### src/rtl/size_class_bitmap_allocator_unit_macros.svh
// Assertion helpers used by the top-level unit, which checks itself.
// Each macro expands to one labeled concurrent assertion on clk, muted during reset.
`ifndef SIZE_CLASS_BITMAP_ALLOCATOR_UNIT_MACROS_SVH
`define SIZE_CLASS_BITMAP_ALLOCATOR_UNIT_MACROS_SVH

// The consequent must hold in the same cycle as the antecedent.
`define SCBM_CHECK(lbl, ante, cons, msg) \
	lbl: assert property (@(posedge clk) disable iff (!arst_n) (ante) |-> (cons)) \
		else $error(msg);

// The consequent must hold in the cycle after the antecedent.
`define SCBM_CHECK_NEXT(lbl, ante, cons, msg) \
	lbl: assert property (@(posedge clk) disable iff (!arst_n) (ante) |=> (cons)) \
		else $error(msg);

`endif

### src/rtl/scbm_pkg.sv
package scbm_pkg;

	localparam int unsigned LEVELS = 4;
	localparam int unsigned LVL_W = $clog2(LEVELS);
	localparam int unsigned BMAP_W = 64;
	localparam int unsigned IDX_W = $clog2(BMAP_W);
	localparam int unsigned CNT_W = IDX_W + 1;
	localparam int unsigned DATA_W = 32;
	localparam int unsigned SIZE_W = DATA_W + 1;

	localparam int unsigned A_BLOCKS_DEF = 64;
	localparam int unsigned B_BLOCKS_DEF = 32;
	localparam int unsigned C_BLOCKS_DEF = 16;
	localparam int unsigned D_BLOCKS_DEF = 8;
	localparam int unsigned BASE_SHIFT_DEF = 12;
	localparam int unsigned ADDR_WIDTH_DEF = 32;

	localparam int unsigned QUEUE_DEPTH = 2;
	localparam int unsigned QPTR_W = $clog2(QUEUE_DEPTH);

	localparam logic OP_ALLOC = 1'b0;
	localparam logic OP_RELEASE = 1'b1;

	localparam logic [1:0] CFG_POOL_A = 2'd0;
	localparam logic [1:0] CFG_POOL_B = 2'd1;
	localparam logic [1:0] CFG_POOL_C = 2'd2;
	localparam logic [1:0] CFG_POOL_D = 2'd3;

	typedef enum logic [2:0] {
		ST_ALLOC = 3'd0,
		ST_FREED = 3'd1,
		ST_NOFIT = 3'd2,
		ST_OUTSIDE = 3'd3,
		ST_DOUBLE = 3'd4,
		ST_IGNORED = 3'd5
	} status_t;

	typedef enum logic [1:0] {
		KIND_IGNORE,
		KIND_ALLOC,
		KIND_RELEASE
	} kind_t;

	// One classified item. For an allocation the mask marks the pools whose block
	// size covers the request; for a release it marks the pools whose range holds
	// the address, and idx gives the block index within each of them.
	typedef struct packed {
		kind_t kind;
		logic [LEVELS-1:0] hit_mask;
		logic [LEVELS-1:0][IDX_W-1:0] idx;
	} entry_t;

	typedef struct packed {
		status_t status;
		logic [DATA_W-1:0] block_addr;
		logic [LVL_W-1:0] level;
		logic [IDX_W-1:0] number;
		logic [CNT_W-1:0] free_blocks;
		logic [DATA_W-1:0] alloc_total;
		logic [DATA_W-1:0] pool_hits;
	} result_t;

	function automatic int unsigned shift_of(input int unsigned base_shift,
		input int unsigned lvl);
		return base_shift + 2 * lvl;
	endfunction

	function automatic logic [LVL_W-1:0] lowest_level(input logic [LEVELS-1:0] m);
		logic [LVL_W-1:0] r;
		r = '0;
		for (int i = LEVELS - 1; i >= 0; i--) begin
			if (m[i]) r = LVL_W'(i);
		end
		return r;
	endfunction

	function automatic logic [IDX_W-1:0] lowest_set_idx(input logic [BMAP_W-1:0] v);
		logic [IDX_W-1:0] r;
		r = '0;
		for (int i = BMAP_W - 1; i >= 0; i--) begin
			if (v[i]) r = IDX_W'(i);
		end
		return r;
	endfunction

endpackage

### src/rtl/scbm_front.sv
module scbm_front #(
	parameter int unsigned A_BLOCKS = scbm_pkg::A_BLOCKS_DEF,
	parameter int unsigned B_BLOCKS = scbm_pkg::B_BLOCKS_DEF,
	parameter int unsigned C_BLOCKS = scbm_pkg::C_BLOCKS_DEF,
	parameter int unsigned D_BLOCKS = scbm_pkg::D_BLOCKS_DEF,
	parameter int unsigned BASE_SHIFT = scbm_pkg::BASE_SHIFT_DEF,
	parameter int unsigned ADDR_WIDTH = scbm_pkg::ADDR_WIDTH_DEF
) (
	input logic op,
	input logic [scbm_pkg::DATA_W-1:0] req_size,
	input logic [scbm_pkg::DATA_W-1:0] release_addr,
	input logic [scbm_pkg::LEVELS-1:0][scbm_pkg::DATA_W-1:0] base,
	output scbm_pkg::entry_t entry
);
	import scbm_pkg::*;

	localparam int unsigned AW = ADDR_WIDTH;
	// Range ends are compared without wrapping, so the sum gets room to grow.
	localparam int unsigned SW = ((AW > SIZE_W) ? AW : SIZE_W) + 1;
	localparam int unsigned CNT [LEVELS] = '{A_BLOCKS, B_BLOCKS, C_BLOCKS, D_BLOCKS};

	logic [AW-1:0] addr_w;
	logic [AW-1:0] base_w [LEVELS];
	logic [AW-1:0] diff [LEVELS];
	logic [SW-1:0] lo [LEVELS];
	logic [SW-1:0] hi [LEVELS];
	logic [LEVELS-1:0] fit;
	logic [LEVELS-1:0] in_rng;
	logic [LEVELS-1:0][IDX_W-1:0] idx_l;

	always_comb begin
		addr_w = AW'(release_addr);
		for (int l = 0; l < LEVELS; l++) begin
			base_w[l] = AW'(base[l]);
			lo[l] = SW'(base_w[l]);
			hi[l] = lo[l] + (SW'(CNT[l]) << shift_of(BASE_SHIFT, l));
			fit[l] = {1'b0, req_size} <= (SIZE_W'(1) << shift_of(BASE_SHIFT, l));
			in_rng[l] = (SW'(addr_w) >= lo[l]) && (SW'(addr_w) < hi[l]);
			diff[l] = addr_w - base_w[l];
			idx_l[l] = IDX_W'(diff[l] >> shift_of(BASE_SHIFT, l));
		end
	end

	always_comb begin
		entry.kind = KIND_IGNORE;
		entry.hit_mask = '0;
		entry.idx = '0;
		if (op == OP_ALLOC) begin
			if (req_size != '0) begin
				entry.kind = KIND_ALLOC;
				entry.hit_mask = fit;
			end
		end else if (addr_w != '0) begin
			entry.kind = KIND_RELEASE;
			entry.hit_mask = in_rng;
			entry.idx = idx_l;
		end
	end

endmodule

### src/rtl/scbm_queue.sv
module scbm_queue (
	input logic clk,
	input logic arst_n,
	input logic push_valid,
	output logic push_ready,
	input scbm_pkg::entry_t push_data,
	output logic pop_valid,
	input logic pop_ready,
	output scbm_pkg::entry_t pop_data
);
	import scbm_pkg::*;

	entry_t mem_q [QUEUE_DEPTH];
	logic [QPTR_W-1:0] wr_ptr_q;
	logic [QPTR_W-1:0] rd_ptr_q;
	logic [QPTR_W:0] count_q;
	logic push;
	logic pop;

	function automatic logic [QPTR_W-1:0] ptr_next(input logic [QPTR_W-1:0] p);
		return (p == QPTR_W'(QUEUE_DEPTH - 1)) ? '0 : p + 1'b1;
	endfunction

	assign push_ready = count_q != (QPTR_W + 1)'(QUEUE_DEPTH);
	assign pop_valid = count_q != '0;
	assign pop_data = mem_q[rd_ptr_q];
	assign push = push_valid && push_ready;
	assign pop = pop_valid && pop_ready;

	always_ff @(posedge clk or negedge arst_n) begin
		if (!arst_n) begin
			wr_ptr_q <= '0;
			rd_ptr_q <= '0;
			count_q <= '0;
		end else begin
			if (push) wr_ptr_q <= ptr_next(wr_ptr_q);
			if (pop) rd_ptr_q <= ptr_next(rd_ptr_q);
			if (push && !pop) count_q <= count_q + 1'b1;
			else if (pop && !push) count_q <= count_q - 1'b1;
		end
	end

	always_ff @(posedge clk) begin
		if (push) mem_q[wr_ptr_q] <= push_data;
	end

endmodule

### src/rtl/scbm_back.sv
module scbm_back #(
	parameter int unsigned A_BLOCKS = scbm_pkg::A_BLOCKS_DEF,
	parameter int unsigned B_BLOCKS = scbm_pkg::B_BLOCKS_DEF,
	parameter int unsigned C_BLOCKS = scbm_pkg::C_BLOCKS_DEF,
	parameter int unsigned D_BLOCKS = scbm_pkg::D_BLOCKS_DEF,
	parameter int unsigned BASE_SHIFT = scbm_pkg::BASE_SHIFT_DEF,
	parameter int unsigned ADDR_WIDTH = scbm_pkg::ADDR_WIDTH_DEF
) (
	input logic clk,
	input logic arst_n,
	input logic head_valid,
	output logic head_ready,
	input scbm_pkg::entry_t head,
	input logic [scbm_pkg::LEVELS-1:0][scbm_pkg::DATA_W-1:0] base,
	output logic res_valid,
	input logic res_ready,
	output scbm_pkg::result_t res
);
	import scbm_pkg::*;

	localparam int unsigned AW = ADDR_WIDTH;
	localparam int unsigned CNT [LEVELS] = '{A_BLOCKS, B_BLOCKS, C_BLOCKS, D_BLOCKS};

	logic [BMAP_W-1:0] occ_q [LEVELS];
	logic [CNT_W-1:0] free_q [LEVELS];
	logic [DATA_W-1:0] req_cnt_q;
	logic [DATA_W-1:0] hit_cnt_q;
	logic res_valid_q;
	result_t res_q;

	logic [BMAP_W-1:0] used_m [LEVELS];
	logic [BMAP_W-1:0] clear_m [LEVELS];
	logic [LEVELS-1:0] cand;
	logic [LVL_W-1:0] lvl;
	logic [BMAP_W-1:0] clear_sel;
	logic [BMAP_W-1:0] occ_sel;
	logic [CNT_W-1:0] free_sel;
	logic [CNT_W-1:0] cnt_sel;
	logic [AW-1:0] base_sel;
	logic [AW-1:0] offset;
	logic [AW-1:0] addr_sum;
	logic [IDX_W-1:0] bit_idx;
	logic [BMAP_W-1:0] occ_new;
	logic [CNT_W-1:0] free_new;
	logic [DATA_W-1:0] req_d;
	logic [DATA_W-1:0] hit_d;
	logic upd;
	result_t res_d;
	logic fire;

	assign head_ready = !res_valid_q || res_ready;
	assign fire = head_valid && head_ready;
	assign res_valid = res_valid_q;
	assign res = res_q;

	// Pick the pool, then the block, from the selected pool only.
	always_comb begin
		for (int l = 0; l < LEVELS; l++) begin
			for (int i = 0; i < BMAP_W; i++) begin
				used_m[l][i] = i < CNT[l];
			end
			clear_m[l] = ~occ_q[l] & used_m[l];
			cand[l] = head.hit_mask[l] && (free_q[l] != '0) && (|clear_m[l]);
		end
		lvl = (head.kind == KIND_ALLOC) ? lowest_level(cand) : lowest_level(head.hit_mask);
		clear_sel = '0;
		occ_sel = '0;
		free_sel = '0;
		cnt_sel = '0;
		base_sel = '0;
		for (int l = 0; l < LEVELS; l++) begin
			if (lvl == LVL_W'(l)) begin
				clear_sel = clear_m[l];
				occ_sel = occ_q[l];
				free_sel = free_q[l];
				cnt_sel = CNT_W'(CNT[l]);
				base_sel = AW'(base[l]);
			end
		end
		bit_idx = (head.kind == KIND_ALLOC) ? lowest_set_idx(clear_sel) : head.idx[lvl];
		offset = '0;
		for (int l = 0; l < LEVELS; l++) begin
			if (lvl == LVL_W'(l)) offset = AW'(bit_idx) << shift_of(BASE_SHIFT, l);
		end
		addr_sum = base_sel + offset;
	end

	always_comb begin
		occ_new = occ_sel;
		free_new = free_sel;
		req_d = req_cnt_q;
		hit_d = hit_cnt_q;
		upd = 1'b0;
		res_d.status = ST_IGNORED;
		res_d.block_addr = '0;
		res_d.level = '0;
		res_d.number = '0;
		res_d.free_blocks = '0;
		unique case (head.kind)
			KIND_ALLOC: begin
				req_d = req_cnt_q + 1'b1;
				res_d.status = ST_NOFIT;
				if (|cand) begin
					occ_new[bit_idx] = 1'b1;
					free_new = free_sel - 1'b1;
					hit_d = hit_cnt_q + 1'b1;
					upd = 1'b1;
					res_d.status = ST_ALLOC;
					res_d.block_addr = DATA_W'(addr_sum);
					res_d.level = lvl;
					res_d.number = bit_idx;
					res_d.free_blocks = free_new;
				end
			end
			KIND_RELEASE: begin
				res_d.status = ST_OUTSIDE;
				if (|head.hit_mask) begin
					if (!occ_sel[bit_idx]) begin
						res_d.status = ST_DOUBLE;
					end else begin
						occ_new[bit_idx] = 1'b0;
						if (free_sel < cnt_sel) free_new = free_sel + 1'b1;
						upd = 1'b1;
						res_d.status = ST_FREED;
					end
					res_d.level = lvl;
					res_d.number = bit_idx;
					res_d.free_blocks = free_new;
				end
			end
			default: begin
				upd = 1'b0;
			end
		endcase
		res_d.alloc_total = req_d;
		res_d.pool_hits = hit_d;
	end

	always_ff @(posedge clk or negedge arst_n) begin
		if (!arst_n) begin
			for (int l = 0; l < LEVELS; l++) begin
				occ_q[l] <= '0;
				free_q[l] <= CNT_W'(CNT[l]);
			end
			req_cnt_q <= '0;
			hit_cnt_q <= '0;
			res_valid_q <= 1'b0;
		end else begin
			if (fire) begin
				for (int l = 0; l < LEVELS; l++) begin
					if (upd && (lvl == LVL_W'(l))) begin
						occ_q[l] <= occ_new;
						free_q[l] <= free_new;
					end
				end
				req_cnt_q <= req_d;
				hit_cnt_q <= hit_d;
				res_valid_q <= 1'b1;
			end else if (res_ready) begin
				res_valid_q <= 1'b0;
			end
		end
	end

	always_ff @(posedge clk) begin
		if (fire) res_q <= res_d;
	end

endmodule

### src/rtl/size_class_bitmap_allocator_unit.sv
// Channel  | Direction | Handshake              | Carries
// ---------+-----------+------------------------+-------------------------------------------
// cfg      | in        | cfg_valid / cfg_ready  | cfg_index, cfg_data (pool base addresses)
// in       | in        | in_valid / in_ready    | op, req_size, release_addr
// out      | out       | out_valid / out_ready  | status, block_addr, pool_level, block_number,
//          |           |                        | pool_free_blocks, alloc_total, pool_hits
//
// Throughput is one item per cycle while out_ready stays high; an accepted item is first
// written into the queue, and its result is registered in the back end, which does the
// bitmap update with its find-first-clear over up to 64 bits.
// A two-item queue sits between the classifier and the back end, so in_ready drops only
// when that queue is full, which happens only while out_ready is held low.
// Reset clears every bitmap, sets each free count to its pool's block count, zeroes the
// counters and the pool bases; no clearing pass is needed, and cfg_ready is always high.
`include "size_class_bitmap_allocator_unit_macros.svh"

module size_class_bitmap_allocator_unit #(
	parameter int unsigned A_BLOCKS = scbm_pkg::A_BLOCKS_DEF,
	parameter int unsigned B_BLOCKS = scbm_pkg::B_BLOCKS_DEF,
	parameter int unsigned C_BLOCKS = scbm_pkg::C_BLOCKS_DEF,
	parameter int unsigned D_BLOCKS = scbm_pkg::D_BLOCKS_DEF,
	parameter int unsigned BASE_SHIFT = scbm_pkg::BASE_SHIFT_DEF,
	parameter int unsigned ADDR_WIDTH = scbm_pkg::ADDR_WIDTH_DEF
) (
	input logic clk,
	input logic arst_n,
	input logic cfg_valid,
	output logic cfg_ready,
	input logic [1:0] cfg_index,
	input logic [scbm_pkg::DATA_W-1:0] cfg_data,
	input logic in_valid,
	output logic in_ready,
	input logic op,
	input logic [scbm_pkg::DATA_W-1:0] req_size,
	input logic [scbm_pkg::DATA_W-1:0] release_addr,
	output logic out_valid,
	input logic out_ready,
	output logic [2:0] status,
	output logic [scbm_pkg::DATA_W-1:0] block_addr,
	output logic [scbm_pkg::LVL_W-1:0] pool_level,
	output logic [scbm_pkg::IDX_W-1:0] block_number,
	output logic [scbm_pkg::CNT_W-1:0] pool_free_blocks,
	output logic [scbm_pkg::DATA_W-1:0] alloc_total,
	output logic [scbm_pkg::DATA_W-1:0] pool_hits
);
	import scbm_pkg::*;

	// Pool base registers. Software is to write them only while the block is idle (the block
	// itself does not enforce this), so the classifier and the back end may both read them directly.
	logic [LEVELS-1:0][DATA_W-1:0] base_q;

	entry_t front_entry;
	entry_t head;
	logic head_valid;
	logic head_ready;
	logic q_pop;
	result_t res;

	assign cfg_ready = 1'b1;

	always_ff @(posedge clk or negedge arst_n) begin
		if (!arst_n) begin
			base_q <= '0;
		end else if (cfg_valid && cfg_ready) begin
			unique case (cfg_index)
				CFG_POOL_A: base_q[0] <= cfg_data;
				CFG_POOL_B: base_q[1] <= cfg_data;
				CFG_POOL_C: base_q[2] <= cfg_data;
				CFG_POOL_D: base_q[3] <= cfg_data;
			endcase
		end
	end

	// The front end classifies each item: which pools fit an allocation, or which pool
	// range holds a released address and at which block index. It holds no state, so the
	// classification is written straight into the queue when the item is accepted.
	scbm_front #(
		.A_BLOCKS(A_BLOCKS),
		.B_BLOCKS(B_BLOCKS),
		.C_BLOCKS(C_BLOCKS),
		.D_BLOCKS(D_BLOCKS),
		.BASE_SHIFT(BASE_SHIFT),
		.ADDR_WIDTH(ADDR_WIDTH)
	) u_front (
		.op(op),
		.req_size(req_size),
		.release_addr(release_addr),
		.base(base_q),
		.entry(front_entry)
	);

	scbm_queue u_queue (
		.clk(clk),
		.arst_n(arst_n),
		.push_valid(in_valid),
		.push_ready(in_ready),
		.push_data(front_entry),
		.pop_valid(head_valid),
		.pop_ready(head_ready),
		.pop_data(head)
	);

	// The back end owns the bitmaps, the free counts and the counters. It retires one
	// queued item per cycle whenever its result register is empty or being drained.
	scbm_back #(
		.A_BLOCKS(A_BLOCKS),
		.B_BLOCKS(B_BLOCKS),
		.C_BLOCKS(C_BLOCKS),
		.D_BLOCKS(D_BLOCKS),
		.BASE_SHIFT(BASE_SHIFT),
		.ADDR_WIDTH(ADDR_WIDTH)
	) u_back (
		.clk(clk),
		.arst_n(arst_n),
		.head_valid(head_valid),
		.head_ready(head_ready),
		.head(head),
		.base(base_q),
		.res_valid(out_valid),
		.res_ready(out_ready),
		.res(res)
	);

	assign q_pop = head_valid && head_ready;

	assign status = res.status;
	assign block_addr = res.block_addr;
	assign pool_level = res.level;
	assign block_number = res.number;
	assign pool_free_blocks = res.free_blocks;
	assign alloc_total = res.alloc_total;
	assign pool_hits = res.pool_hits;

	// Every item taken from the queue must show up as a result in the next cycle.
	`SCBM_CHECK_NEXT(a_pop_gives_result, q_pop, out_valid, "queued item produced no result")

	// Results that touch no pool carry no pool details.
	`SCBM_CHECK(a_no_pool_fields, out_valid && (status == ST_NOFIT || status == ST_OUTSIDE || status == ST_IGNORED), (block_addr == '0) && (pool_level == '0) && (block_number == '0) && (pool_free_blocks == '0), "pool fields set on a result that used no pool")

	// A successful release always leaves at least one free block in its pool.
	`SCBM_CHECK(a_freed_count, out_valid && (status == ST_FREED), pool_free_blocks != '0, "release left its pool with no free block")

endmodule
### config.mk
export PLATFORM = sky130hd
export DESIGN_NAME = size_class_bitmap_allocator_unit
export DESIGN_NICKNAME = d
export VERILOG_FILES = /design/src/rtl/scbm_pkg.sv /design/src/rtl/scbm_front.sv /design/src/rtl/scbm_queue.sv /design/src/rtl/scbm_back.sv /design/src/rtl/size_class_bitmap_allocator_unit.sv
export VERILOG_INCLUDE_DIRS = /design/src /design/src/rtl
export SDC_FILE = /design/constraint.sdc
export NUM_CORES = 2
export LEC_CHECK = 0
export BUFFER_PORTS_ARGS = -buffer_cell sky130_fd_sc_hd__buf_2
export CAP_MARGIN = 20
export CORE_MARGIN = 8
export CORE_UTILIZATION = 30
export CTS_CLUSTER_DIAMETER = 150
export DETAILED_ROUTE_END_ITERATION = 16
export PLACE_DENSITY = 0.54
export SLEW_MARGIN = 30
export SYNTH_ARGS = -nofsm -noshare
export SYNTH_HDL_FRONTEND = slang
export SYNTH_SLANG_ARGS = --single-unit
### constraint.sdc
create_clock -name clk -period 14.1 [get_ports clk]
set_clock_uncertainty 0.15 [all_clocks]
set_input_delay 2.115 -clock clk [delete_from_list [all_inputs] [get_ports clk]]
set_output_delay 2.115 -clock clk [all_outputs]
set_load 0.05 [all_outputs]
# Word-level counts from Yosys, hierarchy flattened
# Memory sizes are Yosys's and may differ from the RTL's.
# Cells that the tools add are included.
totals:
  reg_bits: 595
  ram_bits: 60
  input_bits: 104
  output_inout_bits: 117
  word_cells: 264
  n_memories: 1
mem_list:
  columns: ["name", "words", "word_bits", "read_ports", "rd_ports_with_merged_regs", "write_ports", "line", "text"]
  rows:
  - ["u_queue.mem_q", 2, 30, 1, 0, 1, "scbm_queue.sv:13", "entry_t mem_q [QUEUE_DEPTH];"]
classes:
  addsub: 17
  order_cmp: 16
  n_eq_ne: 9
  muxes: 138
  bitwise: 7
  reduce_logical: 51
op_table:
  columns: ["operator", "n"]
  rows:
  - ["64-bit 2-to-1 mux", 11]
  - ["6-bit 2-to-1 mux", 67]
  - ["32-bit 2-to-1 mux", 7]
  - ["32-bit by 33-bit < comparator with 1-bit output", 4]
  - ["32-bit greater-or-equal comparator", 4]
  - ["64-bit inverter", 2]
  - ["64-bit case mux with 2 select lines", 1]
  - ["7-bit 2-to-1 mux", 12]
  - ["32-bit by 1-bit adder with 32-bit output (second input constant)", 2]
  - ["64-bit AND", 1]
  - ["64-bit OR", 1]
  - ["32-bit nonzero test", 2]
  - ["64-bit OR reduction", 1]
  - ["49-bit 2-to-1 mux", 1]
  - ["24-bit 2-to-1 mux", 2]
  - ["32-bit by 19-bit adder with 33-bit output (second input constant)", 1]
  - ["32-bit by 20-bit adder with 33-bit output (second input constant)", 1]
  - ["32-bit by 21-bit adder with 33-bit output (second input constant)", 1]
  - ["32-bit by 22-bit adder with 33-bit output (second input constant)", 1]
  - ["32-bit by 24-bit adder with 32-bit output", 1]
  - ["32-bit by 13-bit <= comparator with 1-bit output (second input constant)", 1]
  - ["32-bit by 15-bit <= comparator with 1-bit output (second input constant)", 1]
  - ["32-bit by 17-bit <= comparator with 1-bit output (second input constant)", 1]
  - ["32-bit by 19-bit <= comparator with 1-bit output (second input constant)", 1]
  - ["other kinds (46)", 111]

# Logic depth before layout (Yosys ltp)
depth:
  depth_word: 87
  depth_mapped: 43
  depth_no_buf: 32

# Cells and area by module
# A second synthesis with hierarchy kept.
unflattened:
  cells_unflattened: 4200
  area_unflattened_um2: 40208.6
modules_own_cells:
  columns: ["mod", "n_inst", "cells_per_inst", "area_each_um2", "seq_area_each_um2"]
  rows:
  - ["scbm_back", 1, 2939, 26839.5, 12161.7]
  - ["scbm_front", 1, 876, 6228.5, 0.0]
  - ["size_class_bitmap_allocator_unit", 1, 274, 4755.8, 3203.1]
  - ["scbm_queue", 1, 111, 2384.8, 1901.8]

# Worst setup path before layout
# Ideal clock, no wire load.
synth_timing:
  path_type: "register to register"
  from: "register u_queue.rd_ptr_q"
  to: "register u_back.res_q, in the netlist u_back.res[109], data pin"
  setup_ns: 0.266
  arrival_time_ns: 8.176
  required_time_ns: 13.684
  setup_slack_ns: 5.508
  stages_incl_launch_ff: 44
  path_buffers: 15
  synth_period_minus_slack_ns: 8.592
  path_cell_list: "dfrtp_1 buf_2 buf_1 clkbuf_1 mux2i_1 inv_1 ha_1 clkbuf_1 clkinv_1 nor2_1 a21oi_1 o21a_1 buf_6 buf_2 buf_2 buf_2 buf_2 buf_1 (+8 left out) ha_1 fa_1 a21oi_1 nor2_1 nor2_1 o21bai_1 a21oi_1 o21bai_1 a21oi_1 o21bai_1 a21oi_1 nor2b_1 o21ai_0 nand2b_1 and3_1 and4_1 xnor2_1 nor2_1"
synth_between:
  elab_chain_len: 83
  word_cells_on_any_way: 105
  cone_classes: "add/sub (1); eq/ne (4); mux (88); reduce/logical (11); memory (1)"
synth_rtl:
  columns: ["element", "line", "text"]
  rows:
  - ["start: declaration", "scbm_queue.sv:15", "logic [QPTR_W-1:0] rd_ptr_q;"]
  - ["start signal: assignment", "scbm_queue.sv:37", "if (pop) rd_ptr_q <= ptr_next(rd_ptr_q);"]
  - ["memory 2 x 30 bit (*)", null, null]
  - ["1-bit logical AND (2 in series)", "scbm_back.sv:63", "cand[l] = head.hit_mask[l] && (free_q[l] != '0) && (|clear_m[l]);"]
  - ["2-bit 2-to-1 mux (4 in series)", "scbm_pkg.sv:72", "if (m[i]) r = LVL_W'(i);"]
  - ["2-bit 2-to-1 mux", "scbm_back.sv:65", "lvl = (head.kind == KIND_ALLOC) ? lowest_level(cand) : lowest_level(head.hit_mask);"]
  - ["2-bit zero test", "scbm_back.sv:72, scbm_back.sv:83", null]
  - ["64-bit 2-to-1 mux (4 in series)", "scbm_back.sv:72", "if (lvl == LVL_W'(l)) begin"]
  - ["6-bit 2-to-1 mux (64 in series)", "scbm_pkg.sv:81", "if (v[i]) r = IDX_W'(i);"]
  - ["6-bit 2-to-1 mux", "scbm_back.sv:80", "bit_idx = (head.kind == KIND_ALLOC) ? lowest_set_idx(clear_sel) : head.idx[lvl];"]
  - ["18-bit 2-to-1 mux", "scbm_back.sv:83", "if (lvl == LVL_W'(l)) offset = AW'(bit_idx) << shift_of(BASE_SHIFT, l);"]
  - ["20-bit 2-to-1 mux", "scbm_back.sv:83", null]
  - ["22-bit 2-to-1 mux", "scbm_back.sv:83", null]
  - ["24-bit 2-to-1 mux", "scbm_back.sv:83", null]
  - ["32-bit by 24-bit adder with 32-bit output", "scbm_back.sv:85", "addr_sum = base_sel + offset;"]
  - ["end signal: assignment", "scbm_back.sv:166", "if (fire) res_q <= res_d;"]
  - ["end: declaration", "scbm_back.sv:29", "result_t res_q;"]
# Every way passes the cells marked *; elsewhere a longest branch is shown, timed or not. The select of a mux whose other input is x is not followed.
# A chain may end at the register's enable or synchronous reset.

# Final worst setup path
# Ends and elaborated chain as after synthesis.

==> metrics.txt <==
crit share post-route=60.7%; simple-gate share of the synthesized area=16.2%; status=finished, final reports clean; XOR/XNOR share of the synthesized area=4.53%; fmax=0.117 GHz; vias in the first global route=31,500; CTS Buffer Depth=3; final setup fails=0; Layout area overhead=13.6%; clock tree from TritonCTS=yes; Primary FF master, synth=dfrtp_1; fillers=13,400; CP max FO=65; Pleak=19.5 nW; data required time of the worst path=14.31 ns; Post-synth ARST share=73.4%; Post-CTS Setup Bufs=0; Rows=133; layout cells sized above 1=18.1%; 1st-iter DRT viols=2,914; Root Buffer=clkbuf_16; area of the core=131,000 um2; Synthesized Nets=4,304; Reg clk slew, reported paths=0.06 ns; Reg-to-Reg Start=u_queue.rd_ptr_q$_DFFE_PN0P_; Die ar.=144,000 um2; Max stage delay on crit path=0.66 ns; CTS H-Tree Depth=3; DRT Pass-1 Iters=5; routability cong.=0.950; Top Ports=221; Setup crit end kind=flop; synth warn=0; Max-cap violations=0; type of origin of the critical path=flop; # clock sinks=655; worst skew pair latency=0.64 ns; PortBufs=219; post-CTS sizing=0; RSZ-0062 raised after global routing=no; max-slew violations=0; Crit. Startpoint=u_queue.rd_ptr_q$_DFFE_PN0P_; critical path arrival=8.76 ns; mapped cell area=39,600 um2; final wirelength=134,000 um; Die W=379 um; DP Wirelength=96,400 um; sequential fraction of the synthesis area=43.6%; via count=32,300; hold depth=2; post-synthesis adder-cell area fraction=6.52%; hold_buf cts=0; Reg area=17,300 um2; first-pass GRT wire length=202,000 um; Remaining DRCs=0; #FFs+latches synth=655; slowest library cell on the worst path=a21o_4; mux contribution to synthesized area=11.5%; largest net degree at the start of global routing=149; Hold Path Class=flop to flop; GRT Util Overall=18.0%; worst slew pin tran=1.11 ns; critical path type=flop to flop; Die Y=379 um; fin cells=5,967; Compound-Gate Fraction of Synth Area=13.3%; area taken by multi-input logic gates=20,800 um2; post-synthesis instance total=3,994; drt wl/cell=22.5 um; initial antenna violation count=12; Num CTS Buffers=76; Final Critical Period=8.56 ns; hold path startpoint=u_back.free_q[19]$_DFFE_PN1P_; Starting Density=30.2%; PD cells=256 nW/um2; Setup TNS=0 ns; remaining global-route overflow=0; Vias per Instance=5.41; Max transition margin=26.1%; Hold Fails Final Rpt=0; cell count after placement=5,825; VDD IR max=0.000291 V; Post-synth EDFFs=174; largest family of logic cells by synthesized area=simple AND/OR/NAND/NOR gates; Total Nets Final=4,460; DRT antenna net count=0; Worst Reg2Reg Path Length in Cells=31; utilization after layout=34.3%; Avg Inst Size Synth=9.92 um2; Synth cell types=103
==> layout by cell type (no fill, tap or decap), types with 10 or more instances in the layout <==
cell type / count
nand2_1: 580
dfrtp_1: 477
mux2_2: 274
nor2_1: 246
buf_2: 218
ha_1: 203
inv_1: 179
edfxtp_1: 174
o21ai_0: 166
xnor2_1: 134
nand3_1: 125
a31oi_1: 121
and3_1: 117
a21oi_1: 114
nand4_1: 86
clkbuf_16: 76
xor2_1: 71
nor3_1: 67
o21a_1: 57
buf_4: 50
mux2_1: 49
mux2i_1: 48
a211oi_1: 41
nor4_1: 36
a22oi_1: 36
nor2b_1: 33
a21o_1: 29
nand2b_1: 23
a22o_1: 23
mux4_2: 19
o211ai_1: 14
clkbuf_1: 14
o21ai_1: 11
clkbuf_8: 11
o31ai_1: 10
o22ai_1: 10
and2_1: 10
clkinv_2: 10
==> through the flow <==
stage	power (W)	hold WS [ns]	setup WS [ns]	instance area (um2)
floorplan	0.00734	0.300	5.51	39600
CTS	0.0115	0.331	5.37	45000
finish	0.0115	0.326	5.54	45000
global route	0.0121	0.353	4.81	45000
detailed placement	0.00945	0.319	5.42	42500
global placement	0.00939	0.313	5.60	42500
==> state kept, by name, indices dropped and copies added, names as in the netlist <==
register / flops
u_back.hit_cnt_q: 32
u_back.req_cnt_q: 32
u_back.occ_q: 256
u_queue.mem_q: 60
u_back.res_valid: 1
u_back.free_q: 28
u_queue.wr_ptr_q: 1
u_queue.count_q: 2
base_q: 128
u_queue.rd_ptr_q: 1
u_back.res: 114
==> logic make-up after synthesis <==
family | Yosys count
other cells | 1
fa+ha+maj | 206
simple gates | 1378
compound gates | 779
flops | 655
xor+xnor | 205
buf+inv | 380
mux | 390
==> routing by layer <==
metal,up-vias,GRT usage [%],share of wire [%]
met2,1204,29.2,46
met4,6,5.96,3.6
met1,16000,24.5,44
met5,-,0,0.031
li1,14800,-,-
met3,259,2.95,6.4
==> final timing paths <==
check | end | slack [ns]
worst max-delay path | u_back.res[109]$_SDFFCE_PN0P_ | 5.54
min in group asynchronous | u_back.occ_q[63]$_DFFE_PN0P_ | 1.31
worst max register to register | u_back.res[109]$_SDFFCE_PN0P_ | 5.54
max in group asynchronous | base_q[61]$_DFFE_PN0P_ | 10.42
worst min register to register | u_back.free_q[19]$_DFFE_PN1P_ | 0.33
worst min-delay path | u_back.free_q[19]$_DFFE_PN1P_ | 0.33
==> critical path: cells and delay by family (launching register included) <==
kind                     cells  cell delay (ns)
multiplexers                 1             0.29
AND/OR/NAND/NOR              8             1.45
XOR/XNOR                     1             0.13
AO/OA/AOI/OAI               14             3.60
adder cells (fa/ha/maj)      2             0.51
flip-flops                   1             0.32
buffers and inverters        5             1.79
==> area by class of cell <==
cell class	count	area share, %
clock buffers	101	4.68
diodes	1	0.00556
repair buffers	277	3.57
multi-input cells	2959	46.1
inverters	181	1.52
clock inverters	38	0.894
well taps	1755	4.88
flip-flops and latches	655	38.3
==> cells in the mapped netlist (all sizes together), types with 8 or more instances <==
cell type,count,share of area (%)
nor4,38,0.68
mux2,323,9.2
buf,118,1.9
a31oi,126,2.1
and4,8,0.18
edfxtp,174,13
a211oi,44,0.87
dfrtp,477,30
o22ai,10,0.16
a22oi,36,0.68
a21o,31,0.59
o21a,58,1.1
nor2b,33,0.52
ha,205,6.5
and3,117,1.8
inv,180,1.7
a32o,9,0.23
o211ai,14,0.27
o2111ai,11,0.30
and2,11,0.17
nor2,255,2.5
xor2,71,1.6
nor3,73,0.98
nand4,87,1.4
nand2,581,5.5
nand2b,23,0.36
a311oi,9,0.20
o31ai,13,0.31
xnor2,134,3.0
a211o,8,0.18
nand3,126,1.6
a31o,9,0.20
o21bai,9,0.17
mux2i,48,1.2
a221oi,11,0.27
a22o,23,0.51
mux4,19,1.1
clkbuf,81,0.77
o21ai,182,2.3
a21oi,117,1.5
==> report_power, final <==
| group | leakage, nW | switching (W) | internal (W) |
|---|---|---|---|
| clock network | 1.22 | 0.000848 | 0.00115 |
| logic | 10.3 | 0.00458 | 0.00193 |
| registers | 8.01 | 0.000445 | 0.00257 |
| total | 19.5 | 0.00587 | 0.00566 |
(Power assumes the default switching activity.)
